[config.mk]
export PLATFORM = sky130hd
export DESIGN_NAME = chte_queue
export DESIGN_NICKNAME = d
export VERILOG_FILES = /design/src/rtl/core/chte_pkg.sv /design/src/rtl/core/chte_queue.sv
export SDC_FILE = /design/constraint.sdc
export NUM_CORES = 1
export LEC_CHECK = 0
export ABC_AREA = 1
export BUFFER_PORTS_ARGS = -buffer_cell sky130_fd_sc_hd__buf_2
export CAP_MARGIN = 30
export CELL_PAD_IN_SITES_DETAIL_PLACEMENT = 1
export CELL_PAD_IN_SITES_GLOBAL_PLACEMENT = 2
export CORE_MARGIN = 2
export CORE_UTILIZATION = 34
export DETAILED_ROUTE_END_ITERATION = 8
export PLACE_DENSITY_LB_ADDON = 0.1
export REMOVE_ABC_BUFFERS = 1
export SLEW_MARGIN = 20
export SYNTH_ARGS = -nofsm -noshare
export SYNTH_HDL_FRONTEND = slang
export SYNTH_SLANG_ARGS = --single-unit
[constraint.sdc]
create_clock -name clk -period 7.5 [get_ports clk]
set_input_delay 0.75 -clock clk [delete_from_list [all_inputs] [get_ports clk]]
set_output_delay 0.75 -clock clk [all_outputs]
set_load 0.01 [all_outputs]
[src/rtl/core/chte_pkg.sv]
// Shared types, constants and helper functions of the chained hash table engine.
`timescale 1ns / 1ps

package chte_pkg;

    localparam int MAX_BUCKETS_LOG2 = 10;
    localparam int POOL_NODES       = 1024;
    localparam int KEY_BYTES        = 8;

    localparam int MIN_BUCKETS_LOG2 = 1;
    localparam int MAX_BUCKETS      = 1 << MAX_BUCKETS_LOG2;
    localparam int KEY_W            = 8 * KEY_BYTES;
    localparam int LEN_W            = 4;
    localparam int LOG2_W           = 4;
    localparam int HASH_W           = 32;
    localparam int NODE_W           = $clog2(POOL_NODES);
    localparam int PTR_W            = NODE_W + 1;
    localparam int CNT_W            = $clog2(POOL_NODES + 1);
    localparam int BIDX_W           = MAX_BUCKETS_LOG2;
    localparam int BSIZE_W          = MAX_BUCKETS_LOG2 + 1;
    localparam int ROW_BITS         = 32;
    localparam int BIT_W            = $clog2(ROW_BITS);
    localparam int ROWS             = POOL_NODES / ROW_BITS;
    localparam int ROW_W            = $clog2(ROWS);
    localparam int CLR_LEN          = (MAX_BUCKETS > ROWS) ? MAX_BUCKETS : ROWS;
    localparam int CTR_W            = $clog2(CLR_LEN);
    localparam int CFG_IDX_W        = 2;
    localparam int CFG_DATA_W       = 4;

    localparam logic [HASH_W-1:0] FNV_OFFSET = 32'h811c9dc5;
    localparam logic [HASH_W-1:0] FNV_PRIME  = 32'h01000193;
    localparam logic [PTR_W-1:0]  NIL        = PTR_W'(POOL_NODES);
    localparam logic [LOG2_W-1:0] RESET_LOG2 = 4'd4;

    typedef enum logic [1:0] {
        ACT_LOOKUP   = 2'd0,
        ACT_INSERT   = 2'd1,
        ACT_REMOVE   = 2'd2,
        ACT_REMOVE_NR = 2'd3
    } action_t;

    typedef enum logic [1:0] {
        STAT_OK   = 2'd0,
        STAT_MISS = 2'd1,
        STAT_FULL = 2'd2
    } status_t;

    typedef enum logic [CFG_IDX_W-1:0] {
        REG_INIT_LOG2   = 2'd0,
        REG_AUTO_RESIZE = 2'd1
    } cfg_reg_t;

    typedef struct packed {
        logic [1:0]       action;
        logic [KEY_W-1:0] key;
        logic [LEN_W-1:0] key_len;
    } chte_in_t;

    typedef struct packed {
        logic [1:0]        status;
        logic [NODE_W-1:0] handle;
        logic [CNT_W-1:0]  entry_count;
        logic [LOG2_W-1:0] buckets_log2;
    } chte_out_t;

    // Classified item passed from the hashing front to the table back end
    typedef struct packed {
        logic [1:0]        action;
        logic [KEY_W-1:0]  key;
        logic [LEN_W-1:0]  key_len;
        logic [HASH_W-1:0] hash;
    } chte_job_t;

    typedef struct packed {
        logic [KEY_W-1:0]  key;
        logic [LEN_W-1:0]  key_len;
        logic [HASH_W-1:0] hash;
    } node_data_t;

    typedef enum logic [4:0] {
        ST_CLEAR, ST_IDLE, ST_HEAD, ST_HEADW, ST_CHK, ST_CMP, ST_UNLINK, ST_FREE,
        ST_SHRINK, ST_ALLOC, ST_ALLOCW, ST_GROW, ST_LINK, ST_LINKW,
        ST_RCLR, ST_RBKT, ST_RBKTW, ST_RNODE, ST_RNODEW, ST_RDST, ST_RDSTW, ST_DONE
    } back_state_t;

    function automatic logic [LOG2_W-1:0] clamp_log2(input logic [LOG2_W-1:0] v);
        logic [LOG2_W-1:0] r;
        r = v;
        if (v < LOG2_W'(MIN_BUCKETS_LOG2)) r = LOG2_W'(MIN_BUCKETS_LOG2);
        if (v > LOG2_W'(MAX_BUCKETS_LOG2)) r = LOG2_W'(MAX_BUCKETS_LOG2);
        return r;
    endfunction

    function automatic logic [LEN_W-1:0] clamp_len(input logic [LEN_W-1:0] v);
        return (v > LEN_W'(KEY_BYTES)) ? LEN_W'(KEY_BYTES) : v;
    endfunction

    function automatic logic [KEY_W-1:0] used_mask(input logic [LEN_W-1:0] len);
        logic [KEY_W-1:0] m;
        m = '0;
        for (int i = 0; i < KEY_BYTES; i++) begin
            if (LEN_W'(i) < len) m[8*i +: 8] = 8'hff;
        end
        return m;
    endfunction

    function automatic logic [BSIZE_W-1:0] bucket_size(input logic [LOG2_W-1:0] l2);
        return BSIZE_W'(1) << l2;
    endfunction

    function automatic logic [BIDX_W-1:0] bucket_mask(input logic [LOG2_W-1:0] l2);
        logic [BSIZE_W-1:0] s;
        s = (BSIZE_W'(1) << l2) - BSIZE_W'(1);
        return s[BIDX_W-1:0];
    endfunction

    // Position of the lowest clear bit (all-ones input gives zero)
    function automatic logic [BIT_W-1:0] lowest_zero(input logic [ROW_BITS-1:0] v);
        logic [BIT_W-1:0] r;
        r = '0;
        for (int i = ROW_BITS - 1; i >= 0; i--) begin
            if (!v[i]) r = BIT_W'(i);
        end
        return r;
    endfunction

    function automatic logic [ROW_W-1:0] lowest_zero_row(input logic [ROWS-1:0] v);
        logic [ROW_W-1:0] r;
        r = '0;
        for (int i = ROWS - 1; i >= 0; i--) begin
            if (!v[i]) r = ROW_W'(i);
        end
        return r;
    endfunction

endpackage

[src/rtl/core/chte_queue.sv]
// Two-entry item queue between the hashing front and the table back end.
`timescale 1ns / 1ps

module chte_queue (
    input  logic                clk,
    input  logic                rst_n,
    input  logic                push_valid,
    output logic                push_ready,
    input  chte_pkg::chte_job_t push_data,
    output logic                pop_valid,
    input  logic                pop_ready,
    output chte_pkg::chte_job_t pop_data
);
    import chte_pkg::*;

    chte_job_t  slot_reg [2];
    logic       wptr_reg, wptr_next;
    logic       rptr_reg, rptr_next;
    logic [1:0] fill_reg, fill_next;
    logic       do_push, do_pop;

    assign push_ready = (fill_reg != 2'd2);
    assign pop_valid  = (fill_reg != 2'd0);
    assign pop_data   = slot_reg[rptr_reg];
    assign do_push    = push_valid && push_ready;
    assign do_pop     = pop_valid && pop_ready;

    // Pointer and fill update
    always_comb
    begin
        wptr_next = wptr_reg ^ do_push;
        rptr_next = rptr_reg ^ do_pop;
        fill_next = fill_reg + {1'b0, do_push} - {1'b0, do_pop};
    end

    always_ff @(posedge clk or negedge rst_n)
    begin
        if (!rst_n)
        begin
            wptr_reg <= 1'b0;
            rptr_reg <= 1'b0;
            fill_reg <= 2'd0;
        end
        else
        begin
            wptr_reg <= wptr_next;
            rptr_reg <= rptr_next;
            fill_reg <= fill_next;
        end
    end

    always_ff @(posedge clk)
    begin
        if (do_push)
        begin
            slot_reg[wptr_reg] <= push_data;
        end
    end

endmodule

* After elaboration in Yosys (flattened, before gate mapping) *
Memory sizes are Yosys's and may differ from the RTL's.
Cells that the tools add are included.

word-level totals
  bits in writable memories = 204
  memories kept = 1
  logic and storage cells = 14
  output and inout port bits = 104
  bits in registers = 4
  bits of input ports = 106

cells by class
  bitwise operators = 2
  add/sub/neg operators = 2
  muxes and demuxes = 2
  reduce and logical (&&, ||, !) cells = 3
  equality and inequality tests = 1

memory list
  memory    words  bits a word  read ports  clocked after Yosys merged registers in  wr ports  line              text
  slot_reg  2      102          1           0                                        1         chte_queue.sv:16  chte_job_t slot_reg [2];

operator list
  kind                count
  $add 2x1->2         1
  $logic_and 1x1->1   2
  $mux 1              2
  $ne 2x2->1 const B  1
  $reduce_bool 2->1   1
  $sub 2x1->2         1
  $xor 1x1->1         2

* Depth between registers and ports, before layout *
  depth in word-level cells = 4
  mapped depth = 13
  mapped depth without buffers = 13

* Worst setup path after synthesis *
Ideal clock, no wire load.

  path kind = input -> register
  from = in push_valid
  to = mem slot_reg[1][0] (netlist name), enable pin
  arrival time = 5.091 ns
  data required time = 6.936 ns
  path slack = 1.845 ns
  stages = 2
  library setup time = 0.564 ns
  path buffers = 0
  cells stage by stage = nand2_1 nor2_1

on the way
  longest elaborated chain between the ends = 3

RTL lines
  item                          line              text
  from (decl)                   chte_queue.sv:7   input logic push_valid,
  $logic_and 1x1->1             chte_queue.sv:25  assign do_push = push_valid && push_ready;
  $mux 1                        chte_queue.sv:54  if (do_push)
  $mux 1 (implied by the code)  chte_queue.sv:56  slot_reg[wptr_reg] <= push_data;
  to (decl)                     chte_queue.sv:16

No other way between the ends.

==> results.tsv <==
metric	value	unit
p_per_area	401	nW/µm²
fmax	0.266	GHz
synth_warnings	0	
groute.usage.overall	0.149	
worst-path-max-fanout	54	
power_frac_clock	0.258	
cp-start-kind	flop	
hold_viol	0	
tightest_slew	0.869	ns
cp_data_required_time	6.75	ns
port_buffers	209	
netSwitchingPower	1.33	mW
status	finished, final reports clean	
layoutNonFillerInstCount	1078	
synth_edf_count	204	
leakage	4.13	nW
finalCriticalPeriod	3.75	ns
drt-total-wl	17800	µm
ys_ff_latch	208	
rsz0062_at_grt	false	
dp.cells	1036	
clk_latency	0.49	ns
finalClockSkew	0.00765	ns
ios	210	
fp.dieW	154	µm
slew_viol_final	0	
critPathKind	reg2out	
comb_power_share	0.303	
fin_util	0.440	
p_seq_frac	0.439	
grt_start_max_net_pins	63	
gp_congestion	0.732	
clock-sinks	208	
relSlewSlack	0.421	
ant_nets	0	
synth_cell_types	13	
critPathCaptureType	output port	
num-nets-final	889	
synth_ff_type	edfxtp_1	
multiInputGateArea	1260	µm²
syn_avg_cell_area	13.5	µm²
p_total	3.86	mW
worst_ep_arrival_time	3.00	ns
tns	0	ns
min_period_over_period	0.501	
overflow	0	
drtPass1Iterations	4	
vias	4800	
numCtsBuffers	23	
peakVddDrop	0.175	mV
rows	54	
yosysTopAreaCellShare	0.804	
n_fill_cell	2373	
switching_share	0.344	
clk_pin_slew	0.06	ns
syn_to_final_growth	26.4	%
drc_errors	0	
ys_seq_area_frac	0.817	
cts_setup_buffers	0	
post-dp-hpwl	11700	µm
fp.dieH	154	µm
first_iter_violations	180	
cts_root_buf	clkbuf_16	
wl_per_cell	16.5	µm
drive_gt1_frac	0.312	
via_per_inst	4.45	
start_util	0.348	
grt_pass1_wl	27700	µm
maxCapViolations	0	
synth_top_cell_by_area	edfxtp_1	
cts_buffer_depth	3	
grt_antenna_before_repair	2	
synthArstFlopShare	0.0192	
worstHoldPathType	in2async	
cts_resized	0	
syn_inst	564	
synth_area	7620	µm²
htreeDepth	1	
setup_viol	0	
internal-power	2.53	mW
synth.area.top_cells	edfxtp_1, nand2_1, buf_2, dfrtp_1, inv_1	
cts_tree	built	
seqCellArea	6230	µm²
coreArea	21900	µm²
synthTopCellsByCount	nand2_1, edfxtp_1, buf_2	
synthMostInstantiatedCell	nand2_1	
dieArea	23600	µm²
ctsHoldBuffers	0	
largest_reg_flops	204	
grt_pass1_vias	5097	
power groups by stage:
stage                     Combinational [mW]  Clock (mW)  Sequential [mW]
after floorplan                        0.640           0             1.75
after global placement                  1.19           0             1.72
after detailed placement                1.21           0             1.73
after CTS                               1.22        1.03             1.70
after global routing                    1.33        1.08             1.73
final                                   1.17       0.995             1.70
per-stage QoR:
| stage | hold slack [ns] | setup slack, ns | instance area, µm² |
|---|---|---|---|
| 2_1_floorplan | 0.454 | 1.85 | 7500 |
| 3_3_place_gp | 0.541 | 4.10 | 8960 |
| 3_5_place_dp | 0.560 | 4.10 | 8960 |
| 4_1_cts | 0.0389 | 3.56 | 9630 |
| 5_1_grt | 0.0398 | 3.38 | 9630 |
| 6_report | 0.0561 | 3.75 | 9630 |
critical path, stage by stage, from the launching register on:
cell      delay (ns)
dfrtp_4         0.77
clkinv_2        0.74
buf_4           0.59
nand2_1         0.14
nand2_1         0.08
buf_2           0.14
worst paths after layout:
kind	from	endpoint	slack, ns	cells after the start
setup / recovery	rptr_reg	pop_data[63]	3.75	5
hold / removal	rst_n	fill_reg[1]	0.06	1
setup reg to reg	fill_reg[1]	slot_reg[1][80]	4.76	5
hold reg to reg	fill_reg[0]	fill_reg[0]	0.60	1
max in group asynchronous	rst_n	rptr_reg	7.30	1
min in group clk	push_data[34]	slot_reg[1][34]	0.44	1
cell type report:
cell class	count	share of cell area
clock inverters	14	0.00741
multi-input cells	324	0.131
well taps	280	0.0364
repair buffers	214	0.113
diodes	1	0.000260
inverters	10	0.00403
flip-flops and latches	208	0.647
clock buffers	27	0.0613
metal layers:
metal / wire [µm] / track usage / vias up
li1: - / - / 2332
met4: 212 / 0.0349 / 0
met2: 9310 / 0.267 / 123
met5: 0 / 0 / -
met3: 1050 / 0.0361 / 16
met1: 7240 / 0.181 / 2329
cell usage in the layout (no fill, tap or decap):
cell,instances
o21ai_0,1
clkinvlp_4,2
nand2_1,316
clkinv_1,6
clkbuf_16,23
diode_2,1
buf_2,209
nand3_1,1
ha_1,1
nor2_4,1
xor2_1,1
edfxtp_1,204
clkbuf_1,4
nor2_1,2
ha_4,1
dfrtp_1,3
dfrtp_4,1
inv_6,1
clkinv_2,6
inv_1,9
buf_4,5
cell families (layout without fill, tap and decap cells):
logic type                 after synthesis  after routing  synth area share
xor gates and xnor gates                 1              1           0.00115
adders and majority gates                2              2           0.00329
other                                    0              1                 0
DFF                                    208            208             0.817
and+or+nand+nor                        320            320             0.158
buffers and inverters                   32            265            0.0195
AOI/OAI and AO/OA                        1              1          0.000657
No activity file was read; power rests on OpenSTA's default activity.
