**src/rtl/core/chte_pkg.sv**
```systemverilog
// Shared types, constants and helper functions of the chained hash table engine.
`timescale 1ns / 1ps

package chte_pkg;

    localparam int MAX_BUCKETS_LOG2 = 10;
    localparam int POOL_NODES       = 1024;
    localparam int KEY_BYTES        = 8;

    localparam int MIN_BUCKETS_LOG2 = 1;
    localparam int MAX_BUCKETS      = 1 << MAX_BUCKETS_LOG2;
    localparam int KEY_W            = 8 * KEY_BYTES;
    localparam int LEN_W            = 4;
    localparam int LOG2_W           = 4;
    localparam int HASH_W           = 32;
    localparam int NODE_W           = $clog2(POOL_NODES);
    localparam int PTR_W            = NODE_W + 1;
    localparam int CNT_W            = $clog2(POOL_NODES + 1);
    localparam int BIDX_W           = MAX_BUCKETS_LOG2;
    localparam int BSIZE_W          = MAX_BUCKETS_LOG2 + 1;
    localparam int ROW_BITS         = 32;
    localparam int BIT_W            = $clog2(ROW_BITS);
    localparam int ROWS             = POOL_NODES / ROW_BITS;
    localparam int ROW_W            = $clog2(ROWS);
    localparam int CLR_LEN          = (MAX_BUCKETS > ROWS) ? MAX_BUCKETS : ROWS;
    localparam int CTR_W            = $clog2(CLR_LEN);
    localparam int CFG_IDX_W        = 2;
    localparam int CFG_DATA_W       = 4;

    localparam logic [HASH_W-1:0] FNV_OFFSET = 32'h811c9dc5;
    localparam logic [HASH_W-1:0] FNV_PRIME  = 32'h01000193;
    localparam logic [PTR_W-1:0]  NIL        = PTR_W'(POOL_NODES);
    localparam logic [LOG2_W-1:0] RESET_LOG2 = 4'd4;

    typedef enum logic [1:0] {
        ACT_LOOKUP   = 2'd0,
        ACT_INSERT   = 2'd1,
        ACT_REMOVE   = 2'd2,
        ACT_REMOVE_NR = 2'd3
    } action_t;

    typedef enum logic [1:0] {
        STAT_OK   = 2'd0,
        STAT_MISS = 2'd1,
        STAT_FULL = 2'd2
    } status_t;

    typedef enum logic [CFG_IDX_W-1:0] {
        REG_INIT_LOG2   = 2'd0,
        REG_AUTO_RESIZE = 2'd1
    } cfg_reg_t;

    typedef struct packed {
        logic [1:0]       action;
        logic [KEY_W-1:0] key;
        logic [LEN_W-1:0] key_len;
    } chte_in_t;

    typedef struct packed {
        logic [1:0]        status;
        logic [NODE_W-1:0] handle;
        logic [CNT_W-1:0]  entry_count;
        logic [LOG2_W-1:0] buckets_log2;
    } chte_out_t;

    // Classified item passed from the hashing front to the table back end
    typedef struct packed {
        logic [1:0]        action;
        logic [KEY_W-1:0]  key;
        logic [LEN_W-1:0]  key_len;
        logic [HASH_W-1:0] hash;
    } chte_job_t;

    typedef struct packed {
        logic [KEY_W-1:0]  key;
        logic [LEN_W-1:0]  key_len;
        logic [HASH_W-1:0] hash;
    } node_data_t;

    typedef enum logic [4:0] {
        ST_CLEAR, ST_IDLE, ST_HEAD, ST_HEADW, ST_CHK, ST_CMP, ST_UNLINK, ST_FREE,
        ST_SHRINK, ST_ALLOC, ST_ALLOCW, ST_GROW, ST_LINK, ST_LINKW,
        ST_RCLR, ST_RBKT, ST_RBKTW, ST_RNODE, ST_RNODEW, ST_RDST, ST_RDSTW, ST_DONE
    } back_state_t;

    function automatic logic [LOG2_W-1:0] clamp_log2(input logic [LOG2_W-1:0] v);
        logic [LOG2_W-1:0] r;
        r = v;
        if (v < LOG2_W'(MIN_BUCKETS_LOG2)) r = LOG2_W'(MIN_BUCKETS_LOG2);
        if (v > LOG2_W'(MAX_BUCKETS_LOG2)) r = LOG2_W'(MAX_BUCKETS_LOG2);
        return r;
    endfunction

    function automatic logic [LEN_W-1:0] clamp_len(input logic [LEN_W-1:0] v);
        return (v > LEN_W'(KEY_BYTES)) ? LEN_W'(KEY_BYTES) : v;
    endfunction

    function automatic logic [KEY_W-1:0] used_mask(input logic [LEN_W-1:0] len);
        logic [KEY_W-1:0] m;
        m = '0;
        for (int i = 0; i < KEY_BYTES; i++) begin
            if (LEN_W'(i) < len) m[8*i +: 8] = 8'hff;
        end
        return m;
    endfunction

    function automatic logic [BSIZE_W-1:0] bucket_size(input logic [LOG2_W-1:0] l2);
        return BSIZE_W'(1) << l2;
    endfunction

    function automatic logic [BIDX_W-1:0] bucket_mask(input logic [LOG2_W-1:0] l2);
        logic [BSIZE_W-1:0] s;
        s = (BSIZE_W'(1) << l2) - BSIZE_W'(1);
        return s[BIDX_W-1:0];
    endfunction

    // Position of the lowest clear bit (all-ones input gives zero)
    function automatic logic [BIT_W-1:0] lowest_zero(input logic [ROW_BITS-1:0] v);
        logic [BIT_W-1:0] r;
        r = '0;
        for (int i = ROW_BITS - 1; i >= 0; i--) begin
            if (!v[i]) r = BIT_W'(i);
        end
        return r;
    endfunction

    function automatic logic [ROW_W-1:0] lowest_zero_row(input logic [ROWS-1:0] v);
        logic [ROW_W-1:0] r;
        r = '0;
        for (int i = ROWS - 1; i >= 0; i--) begin
            if (!v[i]) r = ROW_W'(i);
        end
        return r;
    endfunction

endpackage

```
**src/rtl/core/chte_front.sv**
```systemverilog
// Front end: accepts items, clamps and masks the key, hashes it one byte per cycle.
`timescale 1ns / 1ps

module chte_front (
    input  logic                clk,
    input  logic                rst_n,
    input  logic                in_valid,
    output logic                in_ready,
    input  chte_pkg::chte_in_t  in_data,
    output logic                job_valid,
    input  logic                job_ready,
    output chte_pkg::chte_job_t job
);
    import chte_pkg::*;

    logic                busy_reg, busy_next;
    logic [LEN_W-1:0]    cnt_reg, cnt_next;
    logic [HASH_W-1:0]   hash_reg, hash_next;
    chte_job_t           job_reg, job_next;
    logic [HASH_W-1:0]   mixed;
    logic [LEN_W-1:0]    len_c;
    logic                hashing;

    assign in_ready  = !busy_reg;
    assign hashing   = busy_reg && (cnt_reg < job_reg.key_len);
    assign job_valid = busy_reg && !hashing;
    assign len_c     = clamp_len(in_data.key_len);
    assign mixed     = hash_reg ^ {24'b0, job_reg.key[8*cnt_reg[2:0] +: 8]};

    always_comb
    begin
        job              = job_reg;
        job.hash         = hash_reg;
        busy_next        = busy_reg;
        cnt_next         = cnt_reg;
        hash_next        = hash_reg;
        job_next         = job_reg;
        // FNV-1a step: one byte per cycle
        if (hashing)
        begin
            hash_next = mixed * FNV_PRIME;
            cnt_next  = cnt_reg + LEN_W'(1);
        end
        if (job_valid && job_ready)
        begin
            busy_next = 1'b0;
        end
        if (in_valid && in_ready)
        begin
            busy_next        = 1'b1;
            cnt_next         = '0;
            hash_next        = FNV_OFFSET;
            job_next.action  = in_data.action;
            job_next.key_len = len_c;
            job_next.key     = in_data.key & used_mask(len_c);
            job_next.hash    = '0;
        end
    end

    always_ff @(posedge clk or negedge rst_n)
    begin
        if (!rst_n)
        begin
            busy_reg <= 1'b0;
        end
        else
        begin
            busy_reg <= busy_next;
        end
    end

    always_ff @(posedge clk)
    begin
        cnt_reg  <= cnt_next;
        hash_reg <= hash_next;
        job_reg  <= job_next;
    end

endmodule

```
**config.mk**
```make
export PLATFORM = sky130hd
export DESIGN_NAME = chte_front
export DESIGN_NICKNAME = d
export VERILOG_FILES = /design/src/rtl/core/chte_pkg.sv /design/src/rtl/core/chte_front.sv
export SDC_FILE = /design/constraint.sdc
export NUM_CORES = 1
export LEC_CHECK = 0
export BUFFER_PORTS_ARGS = -buffer_cell sky130_fd_sc_hd__buf_2
export CORE_ASPECT_RATIO = 2
export CORE_MARGIN = 2
export CORE_UTILIZATION = 40
export CTS_CLUSTER_DIAMETER = 100
export DETAILED_ROUTE_END_ITERATION = 12
export SYNTH_ARGS = -nofsm -noshare
export SYNTH_HDL_FRONTEND = slang
export SYNTH_SLANG_ARGS = --single-unit
```
**constraint.sdc**
```tcl
create_clock -name clk -period 7.09 [get_ports clk]
set_input_delay 1.0635 -clock clk [delete_from_list [all_inputs] [get_ports clk]]
set_output_delay 1.0635 -clock clk [all_outputs]
set_load 0.01 [all_outputs]
```
# Word-level counts from Yosys, hierarchy flattened

Index checks and enable logic that the tools add are counted.

Memories kept: 0
Memory bits (read-only): 0
Output and inout bits: 104
Memory bits (writable): 0
Register bits after elaboration: 107
Bits in latches: 0

Multipliers: 1
Reductions and logical operators: 7
Multiplexer cells: 19
Bitwise logic cells: 2
Shift-type cells: 1
Eq/ne operators: 0
Divide/modulo/power cells: 0
Add/subtract/negate cells: 1
Magnitude comparators: 10

Operators with widths:

| cell                                                | count |
|---|---|
| two-way mux 8 bit                                   | 16 |
| bitwise AND 64 bit                                  | 1 |
| indexed part select 64 x 7 -> 8 bit                 | 1 |
| multiplier 32 x 25 -> 32 bit, second input constant | 1 |
| bitwise XOR 32 x 8 -> 32 bit                        | 1 |
| < comparator 3 x 4 -> 1 bit, first input constant   | 4 |
| < comparator 1 x 4 -> 1 bit, first input constant   | 2 |
| < comparator 2 x 4 -> 1 bit, first input constant   | 2 |
| adder 4 x 1 -> 4 bit, second input constant         | 1 |
| > comparator 4 bit, second input constant           | 1 |
| logical AND 1 bit                                   | 4 |
| < comparator 4 bit                                  | 1 |
| two-way mux 4 bit                                   | 1 |
| zero test 1 bit                                     | 2 |
| two-way mux 1 bit                                   | 2 |
| nonzero test 2 bit                                  | 1 |

# Logic depth before layout (Yosys ltp)

Depth in word-level cells: 7
Depth in mapped cells: 27
Gate-level depth less buffers: 25

# Least setup slack after synthesis

No wires, ideal clock.

Path kind: reg2reg
Start point: register cnt_reg[0]
End point: register hash_reg[31]
Arrival: 6.153 ns
Cell stages (with the launch flop): 25
Library setup time: 0.123 ns
Path slack: 0.814 ns
Cell sequence: dfxtp_1 > buf_4 > buf_2 > mux4_2 > mux2i_1 > xnor2_1 > ha_1 > ha_1 > fa_1 > ha_1 > inv_1 > fa_1 > inv_1 > ha_1 > inv_1 > fa_1 > inv_1 > ha_1 > and4_1 > a221o_1 > nor3_4 > o211ai_2 > a41o_1 > xnor2_1 > o21ai_1

Longest elaborated chain between the ends: 3
Elaborated cells on any way between the ends: 5

Ends and longest elaborated chain:

| what                                | RTL line         | text |
|---|---|---|
| start, declared                     | chte_front.sv:17 | `logic [LEN_W-1:0] cnt_reg, cnt_next;` |
| start signal, assigned              | chte_front.sv:74 | `cnt_reg <= cnt_next;` |
| indexed part select 64 x 7 -> 8 bit | chte_front.sv:28 | `assign mixed = hash_reg ^ {24'b0, job_reg.key[8*cnt_reg[2:0] +: 8]};` |
| bitwise XOR 32 x 8 -> 32 bit        | chte_front.sv:28 |  |
| multiplier 32 x 25 -> 32 bit        | chte_front.sv:41 | `hash_next = mixed * FNV_PRIME;` |
| end signal, assigned                | chte_front.sv:75 | `hash_reg <= hash_next;` |
| end, declared                       | chte_front.sv:18 | `logic [HASH_W-1:0] hash_reg, hash_next;` |

Several ways; a longest one is shown, not always the timed one.
A chain may end at the register's enable or synchronous reset.

# Worst setup path in the final report

Start point: register cnt_reg[0]
End point: register hash_reg[24]

The elaborated chain is that of the path after synthesis.

==> results_dict.tcl <==
set metrics [dict create \
    synthesis.instances 1021 \
    tightest_slew_ns 1.06 \
    report.final.hold_viol_count 0 \
    die_width_um 118 \
    ys_ff_latch 107 \
    ioPinCount 178 \
    synth_adder_area_share_pct 36.4 \
    synth_edf_count 70 \
    muxShareOfSynthArea_pct 4.50 \
    crit_required_ns 7.33 \
    status "complete, no violations" \
    worstPathArrival_ns 6.98 \
    finalCriticalPeriod_ns 6.73 \
    synth_top_family_by_area "adder cells" \
    starting_density_of_the_core_pct 40.8 \
    cts_made_buffers 9 \
    clkTransAtPathRegs_ns 0.08 \
    fmax_mhz 149 \
    worst_slew_margin_rel_pct 28.8 \
    io_buffers 177 \
    synth-warning-count 0 \
    insertion_delay_ns 0.37 \
    dpl.hpwl_um 24700 \
    core.rowCount 83 \
    fp.dieArea_sq_um 27500 \
    initial_antenna_violation_count 0 \
    synth_compound_gate_area_share_pct 6.66 \
    count_of_nets_after_finishing 1520 \
    start_kind "flop" \
    largest_reg_flops 70 \
    synth_async_sr_flop_share_pct 0.935 \
    yosys.area_share.simple_pct 9.64 \
    post-route-util_pct 46.6 \
    fin_crit_sh_pct 95.0 \
    cts_tree "done" \
    globalRouteTotalUtil_pct 21.7 \
    setup_repair_after_global_routing_missed_its_margin "false" \
    number_of_iterations_in_the_first_detailed_routing_pass 5 \
    synth_xor_area_share_pct 4.44 \
    global_route.overflow_total 0 \
    share_of_cells_above_drive_strength_1_pct 20.1 \
    pin_count_of_the_biggest_net_entering_global_routing 53 \
    tritoncts_num_sinks 107 \
    avgRoutedWirePerCell_um 19.0 \
    synth_nets 1355 \
    drv.max_cap_violation_count 0 \
    htree_num_levels 3 \
    area_added_between_synthesis_and_finish_pct 14.2 \
    avgSynthCellArea_sq_um 10.2 \
    grt_pass1_wl_um 44400 \
    finalSetupViolations 0 \
    synthesis.area_sq_um 10500 \
    drc_errors 0 \
    cts_max_path_buffers 2 \
    finClkSkew_ns 0.00950 \
    cts-root-buf "sky130_fd_sc_hd__clkbuf_16" \
    path_max_fanout 6 \
    final_common_cell "sky130_fd_sc_hd__inv_1" \
    drv_slew 0 \
    synth_seq_area_share_pct 27.2 \
    finalWirelength_um 29100 \
    placeableCoreArea_sq_um 25700 \
    dominant_register_cell_in_the_synthesized_netlist "sky130_fd_sc_hd__edfxtp_1" \
    setup_tns_ns 0 \
    drt_first_iter_violations 200 \
    end_kind "flop" \
    antenna_cells_inserted 0 \
    layout.cells.most_common_list "231 x sky130_fd_sc_hd__inv_1, 186 x sky130_fd_sc_hd__ha_1, 177 x sky130_fd_sc_hd__buf_2" \
    yosysUniqueCellTypes 57 \
    hp_class "in -> async" \
    place.gp.congestion 0.923 \
    vias_per_cell 4.99 \
    critical_path_class "reg -> reg" \
    grt_pass1_vias 8238 \
    vias 7643 \
    die_height_um 233 \
    postRouteAntennaNets 0 \
]
## per-layer routing
| metal | vias up | wire (um) | part of all wire [%] | track usage (%) |
|---|---|---|---|---|
| li1 | 3665 | - | - | - |
| met1 | 3664 | 9020 | 31 | 19.0 |
| met2 | 242 | 17100 | 59 | 44.8 |
| met3 | 72 | 1240 | 4.2 | 3.26 |
| met4 | 0 | 1770 | 6.1 | 13.1 |
| met5 | - | 0 | 0 | 0 |
## metrics by stage
stage | area [sq um] | hold slack (ns) | worst slack (ns) | instances
2_1_floorplan | 10500 | 0.472 | 0.814 | 1021
3_3_place_gp | 11600 | 0.478 | 0.437 | 1515
3_5_place_dp | 11600 | 0.487 | 0.241 | 1515
4_1_cts | 11900 | 0.450 | 0.238 | 1531
5_1_grt | 11900 | 0.452 | 0.0165 | 1531
6_report | 11900 | 0.463 | 0.357 | 1531
## kinds of logic after synthesis
kind of cell    after synthesis
fa+ha+maj                   260
simple gates                186
flops                       107
buf+inv                     276
mux                          27
compound gates              112
xor+xnor                     53
## cell type report
cell class | count | area, sq um
clock inverter | 7 | 65.1
clock buffer | 9 | 225
timing repair buffer | 198 | 1060
fill | 2531 | 13700
inverter | 232 | 872
tap | 340 | 425
multi-input combinational | 638 | 6460
sequential | 107 | 2850
## synthesized netlist by cell type, types with 3 or more instances
library cell	number	share of area, %
sky130_fd_sc_hd__nor3_1	12	0.57
sky130_fd_sc_hd__nand4_1	5	0.30
sky130_fd_sc_hd__a31oi_1	4	0.24
sky130_fd_sc_hd__xnor2_1	34	2.8
sky130_fd_sc_hd__nand2_1	41	1.5
sky130_fd_sc_hd__fa_1	74	14
sky130_fd_sc_hd__o31ai_1	4	0.29
sky130_fd_sc_hd__a211oi_1	4	0.29
sky130_fd_sc_hd__a21oi_1	35	1.7
sky130_fd_sc_hd__a21o_1	12	0.86
sky130_fd_sc_hd__mux4_2	16	3.4
sky130_fd_sc_hd__nor2_1	19	0.68
sky130_fd_sc_hd__o21a_1	3	0.22
sky130_fd_sc_hd__clkbuf_1	9	0.32
sky130_fd_sc_hd__inv_1	231	8.3
sky130_fd_sc_hd__mux2i_1	11	1.1
sky130_fd_sc_hd__buf_4	26	1.9
sky130_fd_sc_hd__and2_1	12	0.72
sky130_fd_sc_hd__edfxtp_1	70	20
sky130_fd_sc_hd__nor2b_1	62	3.7
sky130_fd_sc_hd__o21ai_0	31	1.5
sky130_fd_sc_hd__ha_1	186	22
sky130_fd_sc_hd__o211ai_1	3	0.22
sky130_fd_sc_hd__dfxtp_1	36	6.9
sky130_fd_sc_hd__nand3_1	19	0.91
sky130_fd_sc_hd__xor2_1	19	1.6
sky130_fd_sc_hd__nand2b_1	4	0.24
sky130_fd_sc_hd__buf_2	4	0.19
## critical path, cell delays in order (launching register included)
cell and delay (ns):
sky130_fd_sc_hd__dfxtp_1 0.38, sky130_fd_sc_hd__buf_4 0.19, sky130_fd_sc_hd__buf_4 0.18, sky130_fd_sc_hd__mux4_2 0.53, sky130_fd_sc_hd__mux2i_1 0.26, sky130_fd_sc_hd__xnor2_1 0.13, sky130_fd_sc_hd__buf_4 0.17, sky130_fd_sc_hd__xor2_1 0.14
sky130_fd_sc_hd__ha_1 0.37, sky130_fd_sc_hd__fa_1 0.53, sky130_fd_sc_hd__ha_1 0.24, sky130_fd_sc_hd__fa_1 0.47, sky130_fd_sc_hd__ha_1 0.30, sky130_fd_sc_hd__inv_1 0.05, sky130_fd_sc_hd__fa_1 0.53, sky130_fd_sc_hd__inv_1 0.05
sky130_fd_sc_hd__ha_1 0.33, sky130_fd_sc_hd__a21o_1 0.22, sky130_fd_sc_hd__a211oi_1 0.28, sky130_fd_sc_hd__nor2_1 0.09, sky130_fd_sc_hd__nor3_1 0.31, sky130_fd_sc_hd__o21ai_0 0.27, sky130_fd_sc_hd__a2111oi_1 0.46, sky130_fd_sc_hd__o31ai_1 0.12
## path summary, 6_finish.rpt
kind                                          startpoint                         to  slack, ns  cells past startpoint
max in group asynchronous                          rst_n       busy_reg$_DFFE_PN0P_       6.54                      1
worst min register to register  hash_reg[4]$_SDFFE_PP0P_   hash_reg[4]$_SDFFE_PP0P_       0.50                      2
worst min-delay path                               rst_n       busy_reg$_DFFE_PN0P_       0.46                      1
min in group clk                hash_reg[4]$_SDFFE_PP0P_   hash_reg[4]$_SDFFE_PP0P_       0.50                      2
worst max-delay path             cnt_reg[0]$_SDFFE_PP0P_  hash_reg[24]$_SDFFE_PP1P_       0.36                     23
worst max register to register   cnt_reg[0]$_SDFFE_PP0P_  hash_reg[24]$_SDFFE_PP1P_       0.36                     23
## what timing repair did
item | in CTS | in global routing
gates resized for setup | 0 | 2
hold buffers | 0 | 0
endpoints found under the setup margin | 0 | 1
setup buffers | 0 | 0
Power is left out: the tool's default activity adds up to more than one toggle a clock period on the data nets, which glitch-free logic cannot reach.
